### src/rtl/jlr_pkg.sv
// ----------------------------------------------------------------------------
// jlr_pkg
// Shared types and constants for the Jacobi five-point relaxation core.
// ----------------------------------------------------------------------------
package jlr_pkg;

    localparam int VALUE_BITS   = 24;
    localparam int IDX_BITS     = 8;
    localparam int CFG_BITS     = 9;
    localparam int CFG_IDX_BITS = 1;
    localparam int MAX_ROWS_DEF = 256;
    localparam int MAX_COLS_DEF = 256;

    typedef enum logic [1:0] {
        K_WRITE  = 2'd0,
        K_READ   = 2'd1,
        K_RELAX  = 2'd2,
        K_COMMIT = 2'd3
    } t_kind;

    localparam logic [CFG_IDX_BITS-1:0] CFG_ROWS = 1'b0;
    localparam logic [CFG_IDX_BITS-1:0] CFG_COLS = 1'b1;

    typedef struct packed {
        logic                go;
        logic [IDX_BITS-1:0] first_row;
        logic [IDX_BITS-1:0] last_row;
    } t_relax_cmd;

    typedef struct packed {
        logic active;
        logic done;
    } t_sweep_stat;

endpackage

### src/rtl/jlr_sweep.sv
// ----------------------------------------------------------------------------
// jlr_sweep
// Relaxation sequencer: reads the four wrap-around neighbours of each cell
// from the current grid, sums them and writes the floored quarter to the
// next grid.
// ----------------------------------------------------------------------------
module jlr_sweep #(
    parameter int MAX_ROWS = jlr_pkg::MAX_ROWS_DEF,
    parameter int MAX_COLS = jlr_pkg::MAX_COLS_DEF
) (
    input  logic                                     i_clk,
    input  logic                                     i_rst_n,
    input  jlr_pkg::t_relax_cmd                      i_cmd,
    input  logic [$clog2(MAX_ROWS+1)-1:0]            i_rows_in_use,
    input  logic [$clog2(MAX_COLS+1)-1:0]            i_cols_in_use,
    output logic [$clog2(MAX_ROWS*MAX_COLS)-1:0]     o_raddr,
    input  logic [jlr_pkg::VALUE_BITS-1:0]           i_rdata,
    output logic                                     o_we,
    output logic [$clog2(MAX_ROWS*MAX_COLS)-1:0]     o_waddr,
    output logic [jlr_pkg::VALUE_BITS-1:0]           o_wdata,
    output jlr_pkg::t_sweep_stat                     o_stat
);

    localparam int ROW_W  = $clog2(MAX_ROWS);
    localparam int COL_W  = $clog2(MAX_COLS);
    localparam int ADDR_W = $clog2(MAX_ROWS * MAX_COLS);
    localparam int ACC_W  = jlr_pkg::VALUE_BITS + 2;

    localparam logic [1:0] PH_LEFT  = 2'd0;
    localparam logic [1:0] PH_UP    = 2'd1;
    localparam logic [1:0] PH_RIGHT = 2'd2;
    localparam logic [1:0] PH_DOWN  = 2'd3;

    typedef enum logic [1:0] {
        S_IDLE,
        S_ISSUE,
        S_DRAIN
    } t_state;

    t_state                  r_state;
    logic [ROW_W-1:0]        r_row;
    logic [ROW_W-1:0]        r_last;
    logic [COL_W-1:0]        r_col;
    logic [1:0]              r_ph;
    logic                    r_v1;
    logic [1:0]              r_ph1;
    logic [ADDR_W-1:0]       r_addr1;
    logic signed [ACC_W-1:0] r_acc;

    logic [ROW_W-1:0]        rows_m1;
    logic [COL_W-1:0]        cols_m1;
    logic [ROW_W-1:0]        up_row;
    logic [ROW_W-1:0]        dn_row;
    logic [COL_W-1:0]        lf_col;
    logic [COL_W-1:0]        rt_col;
    logic [ROW_W-1:0]        rd_row;
    logic [COL_W-1:0]        rd_col;
    logic [ADDR_W-1:0]       cell_addr;
    logic signed [ACC_W-1:0] rd_ext;
    logic signed [ACC_W-1:0] sum;
    logic                    col_end;
    logic                    row_end;

    assign rows_m1 = ROW_W'(i_rows_in_use - 1'b1);
    assign cols_m1 = COL_W'(i_cols_in_use - 1'b1);
    assign up_row  = (r_row == '0) ? rows_m1 : ROW_W'(r_row - 1'b1);
    assign dn_row  = (r_row == rows_m1) ? '0 : ROW_W'(r_row + 1'b1);
    assign lf_col  = (r_col == '0) ? cols_m1 : COL_W'(r_col - 1'b1);
    assign rt_col  = (r_col == cols_m1) ? '0 : COL_W'(r_col + 1'b1);
    assign col_end = (r_col == cols_m1);
    assign row_end = (r_row == r_last);

    always_comb begin
        rd_row = r_row;
        rd_col = r_col;
        case (r_ph)
            PH_LEFT:  rd_col = lf_col;
            PH_UP:    rd_row = up_row;
            PH_RIGHT: rd_col = rt_col;
            PH_DOWN:  rd_row = dn_row;
            default:  rd_col = r_col;
        endcase
    end

    assign o_raddr   = ADDR_W'(ADDR_W'(rd_row) * ADDR_W'(MAX_COLS) + ADDR_W'(rd_col));
    assign cell_addr = ADDR_W'(ADDR_W'(r_row) * ADDR_W'(MAX_COLS) + ADDR_W'(r_col));

    assign rd_ext  = ACC_W'($signed(i_rdata));
    assign sum     = r_acc + rd_ext;
    assign o_we    = r_v1 && (r_ph1 == PH_DOWN);
    assign o_waddr = r_addr1;
    assign o_wdata = jlr_pkg::VALUE_BITS'(sum >>> 2);

    assign o_stat.active = (r_state != S_IDLE);
    assign o_stat.done   = (r_state == S_DRAIN);

    always_ff @(posedge i_clk) begin
        if (!i_rst_n) begin
            r_state <= S_IDLE;
            r_v1    <= 1'b0;
            r_ph    <= PH_LEFT;
        end else begin
            // neighbour accumulation, one read per cycle
            if (r_v1) begin
                r_acc <= (r_ph1 == PH_LEFT) ? rd_ext : sum;
            end
            case (r_state)
                S_IDLE: begin
                    r_v1 <= 1'b0;
                    if (i_cmd.go) begin
                        r_row   <= ROW_W'(i_cmd.first_row);
                        r_last  <= ROW_W'(i_cmd.last_row);
                        r_col   <= '0;
                        r_ph    <= PH_LEFT;
                        r_state <= S_ISSUE;
                    end
                end
                S_ISSUE: begin
                    r_v1    <= 1'b1;
                    r_ph1   <= r_ph;
                    r_addr1 <= cell_addr;
                    r_ph    <= r_ph + 2'd1;
                    if (r_ph == PH_DOWN) begin
                        if (col_end) begin
                            r_col <= '0;
                            r_row <= ROW_W'(r_row + 1'b1);
                            if (row_end) begin
                                r_state <= S_DRAIN;
                            end
                        end else begin
                            r_col <= COL_W'(r_col + 1'b1);
                        end
                    end
                end
                S_DRAIN: begin
                    r_v1    <= 1'b0;
                    r_state <= S_IDLE;
                end
                default: begin
                    r_v1    <= 1'b0;
                    r_state <= S_IDLE;
                end
            endcase
        end
    end

endmodule

### config.mk
export PLATFORM = sky130hd
export DESIGN_NAME = jlr_sweep
export DESIGN_NICKNAME = d
export VERILOG_FILES = /design/src/rtl/jlr_pkg.sv /design/src/rtl/jlr_sweep.sv
export SDC_FILE = /design/constraint.sdc
export NUM_CORES = 1
export LEC_CHECK = 0
export ABC_AREA = 1
export BUFFER_PORTS_ARGS = -buffer_cell sky130_fd_sc_hd__buf_2
export CAP_MARGIN = 15
export CORE_ASPECT_RATIO = 1.5
export CORE_MARGIN = 4
export CORE_UTILIZATION = 45
export DETAILED_ROUTE_END_ITERATION = 8
export PLACE_DENSITY = 0.69
export SLEW_MARGIN = 20
export SYNTH_ARGS = -nofsm -noshare
export SYNTH_HDL_FRONTEND = slang
export SYNTH_SLANG_ARGS = --single-unit
### constraint.sdc
create_clock -name i_clk -period 5.8 [get_ports i_clk]
set_input_delay 0.58 -clock i_clk [delete_from_list [all_inputs] [get_ports i_clk]]
set_output_delay 0.58 -clock i_clk [all_outputs]
set_load 0.01 [all_outputs]
==> results list <==
- Clock transition at the registers of the reported paths: 0.06 ns
- VDD IR-drop max: between 100 and 150 µV
- Register-to-Register Setup Slack: 3.18 ns
- Crit path launch type: register
- Among all flip-flop cells after synthesis, the most frequent one is edfxtp_1.
- Counting the buffers created by CTS gives 9.
- TritonCTS clock tree: built
* Most numerous cell types in the synthesized netlist: 242 x nand2_1, 90 x inv_1, 80 x nor2_1, 68 x edfxtp_1, 61 x nand3_1
- Registers take 0.00214 mm².
* Ratio of cells with drive above 1 in the final layout: 0.174
- Power density normalized to cell area: 246 mW/mm²
- The H-tree was split into 3 levels.
- The floorplan step set the die width to 102 µm.
- N_diodes: 0
* Cts repair resizes: 0
- For this run, the total global-route usage over all layers was measured as 0.214.
* Initial standard-cell utilization of the core: 0.460
- On the critical path the largest part of the delay comes from simple AND/OR/NAND/NOR gates.
- Summed over all layers, the routed wires come to 16000 µm.
- Number of setup buffers added after CTS: 0
- After technology mapping, the gate count stands at roughly 830.
* Arrival time at the worst endpoint: 2.54 ns
- Of the post-synthesis cell area, the dominant cell type holds 0.341.
- Sorting the synthesized cells by area gives the leading types as edfxtp_1 34%, nand2_1 15%, ha_1 7.3%.
- In this run the remaining antenna-violating nets after routing total 0.
- In this run the worst path has a maximum fanout of 3.
- The setup path with the least slack is of type register to output port.
- Clock root cell: clkbuf_16
* Count of endpoints failing setup in the final report: 0
* Sum of negative setup slack: 0 ns
- In this run the most critical hold path is launched from i_cmd[0].
- Headroom to the max-slew limit came out at 0.303.
- At the pin with the least slew margin, the transition time is 1.04 ns.
- Standby leakage power: 3.40 nW
* Most numerous cell on the critical path: nand2_1
- Final cycle utilization of the critical path: 0.539
- Logic depth of the worst register-to-register path: 4
- STA classifies the critical path endpoint as an output port.
- After the first detailed-routing iteration, the DRC count stood at 244.
* Max stage delay cell, worst path: fa_1
- End of the worst register-to-register path: r_row[2]$_DFFE_PP_
* Final weighted congestion in routability-driven placement: between 0.9 and 1
- Yosys mapped a number of flops with a built-in enable equal to 68.
* Outcome: completed
- Number of antenna violations at the first check in global routing: 0
* Minimum clock period after layout: 3.12 ns
- PortBufs: ~120
- Ratio of routed vias to standard cells: a little over 5
- Total Power Consumption: 0.00175 W
- Fmax: 320 MHz
* Final Max Slew Viols: 0
- Via count: 5743
* Number of buffers added to fix hold violations after cts: 0
- Die footprint: 0.0152 mm²
- 120 I/O pins were placed.
* Most common cell in the synthesized netlist: nand2_1
- The tool flagged a number of max-cap violations equal to 0.
- The critical path contains buffers and inverters numbering 2 combined.
* Net total in the final layout: 1042
- Aggregate global routing overflow: 0
* Maximum single-stage delay on the critical path: 0.42 ns
- Clock skew on the completed layout was measured at 0.00576 ns.
- Worst reg2reg startpoint: r_ph[1]$_SDFFE_PN0P_
- In the final layout, the multi-input gates occupy 0.00344 mm².
* Placeable core area: 0.0130 mm²
- Before antenna repair, the detailed router went through 4 iterations.
- Of the synthesized area, sequential elements account for 0.358.
* Die extent in y: between 100 and 150 µm
* Sum of net half-perimeters after detailed placement: 12700 µm
- The signal on the critical path passes through ha_1, fa_1, nand2_1, nand2_1, o21ai_2, inv_1, nand2_1, nand2_1, nand2_1, nand2_1, nand2_1, nand3_1, and2_1, buf_2.
* First-pass GRT wire length: 25900 µm
- Wire length per cell after detailed routing: 14.4 µm
* Max Root-Sink Buffers: 2
* Final hold viol count: 0
- Setup repair after global routing left no endpoint under its margin.
- Synthesis inferred 73 register bits.
- The via count of the first global-routing pass is 5750.
- Counting flops with an async set or reset pin after synthesis yields a share of 0.
- Largest net degree at the start of global routing: 27
- Clock latency at the later pin of the worst-skew pair: 0.34 ns
- Mapped Avg Cell Area: roughly 7.2 µm²
- Compared with the post-synthesis result, the final layout area differs by 19.1%.
- Net Count, Synth: 923
- Min-Delay Path Depth: 1
- Yosys printed 0 warnings.
- The path with the worst hold slack has its endpoint at r_last[0]$_DFFE_PP_.
* Netlist area before placement: 0.00598 mm²
- Sinks on the clock net: 73
- Num rows: 51
- Number of remaining DRC errors: 0
- The biggest area contributor in the post-synthesis netlist is edfxtp_1.
- Post-synth cell types: 49
* Class of the most critical hold timing path: input port to register
- The layout has about 1.3k filler cells.
* Required time worst endpoint: approximately 5.2 ns
## stage by stage
| stage | std cells | hold slack [ns] | setup slack (ns) | cell area, µm² | util |
|---|---|---|---|---|---|
| 6_report | 1109 | 0.419 | 2.68 | 7120 | 0.547 |
| 5_1_grt | 1109 | 0.414 | 2.41 | 7120 | 0.547 |
| 4_1_cts | 1109 | 0.407 | 2.66 | 7110 | 0.546 |
| 3_5_place_dp | 1093 | 0.502 | 2.71 | 6740 | 0.518 |
| 3_3_place_gp | 1093 | 0.497 | 2.72 | 6740 | 0.518 |
| 2_1_floorplan | 826 | 0.421 | 2.61 | 5980 | - |
## sequential cells by signal (all words and copies together) (netlist names)
name / cells
r_acc: 26
o_waddr: 16
r_col: 8
r_last: 8
r_row: 8
r_ph1: 2
r_ph: 2
r_state: 2
r_v1: 1
## cell type report
cell class / count / share of cell area
flip-flops and latches: 73 / 0.301
multi-input cells: 640 / 0.482
clock inverters: 7 / 0.0198
well taps: 159 / 0.0279
repair buffers: 118 / 0.0833
inverters: 103 / 0.0543
clock buffers: 9 / 0.0316
## layer usage
metal / global-route usage / share of wire / vias to the layer above
li1: - / - / 2988
met1: 0.225 / 0.39 / 2572
met2: 0.402 / 0.54 / 139
met3: 0.0304 / 0.038 / 44
met4: 0.105 / 0.038 / 0
met5: 0 / 0 / -
## power by group
group          internal (W)  switching, W
Clock              0.000465      0.000230
Combinational      0.000158      0.000266
Sequential         0.000612     0.0000222
Total               0.00123      0.000518
## worst register-to-register path: cells and delay by family (launching register included)
family                     cells  cell delay (ns)
adders and majority gates      1             0.24
AOI/OAI and AO/OA              2             1.49
buffers and inverters          1             0.13
DFF                            1             0.39
## cell families after synthesis
family	synth area share
adders and majority gates	0.0765
AOI/OAI and AO/OA	0.109
buffers and inverters	0.0717
DFF	0.358
xor gates and xnor gates	0.0629
and+or+nand+nor	0.322
## worst max path at each step
stage / startpoint / endpoint / slack, ns / cells past startpoint
2_1_floorplan: r_ph[1]$_SDFFE_PN0P_ / r_row[0]$_DFFE_PP_ / 2.61 / 4
3_3_place_gp: i_rdata[0] / o_wdata[22] / 2.72 / 15
3_5_place_dp: i_rdata[0] / o_wdata[22] / 2.71 / 15
4_1_cts: r_acc[0]$_DFFE_PP_ / o_wdata[22] / 2.66 / 14
5_1_grt: r_acc[0]$_DFFE_PP_ / o_wdata[16] / 2.41 / 13
6_report: r_acc[0]$_DFFE_PP_ / o_wdata[22] / 2.68 / 14
## placed cells by master, fill, tap and decap left out, drive strengths merged, types with 35 or more instances in the layout
master,n
a21oi,43
nor2,85
o21ai,47
edfxtp,68
inv,102
nand3,64
ha,35
buf,118
xor2,35
nand2,244
No activity file was read; power rests on OpenSTA's default activity.
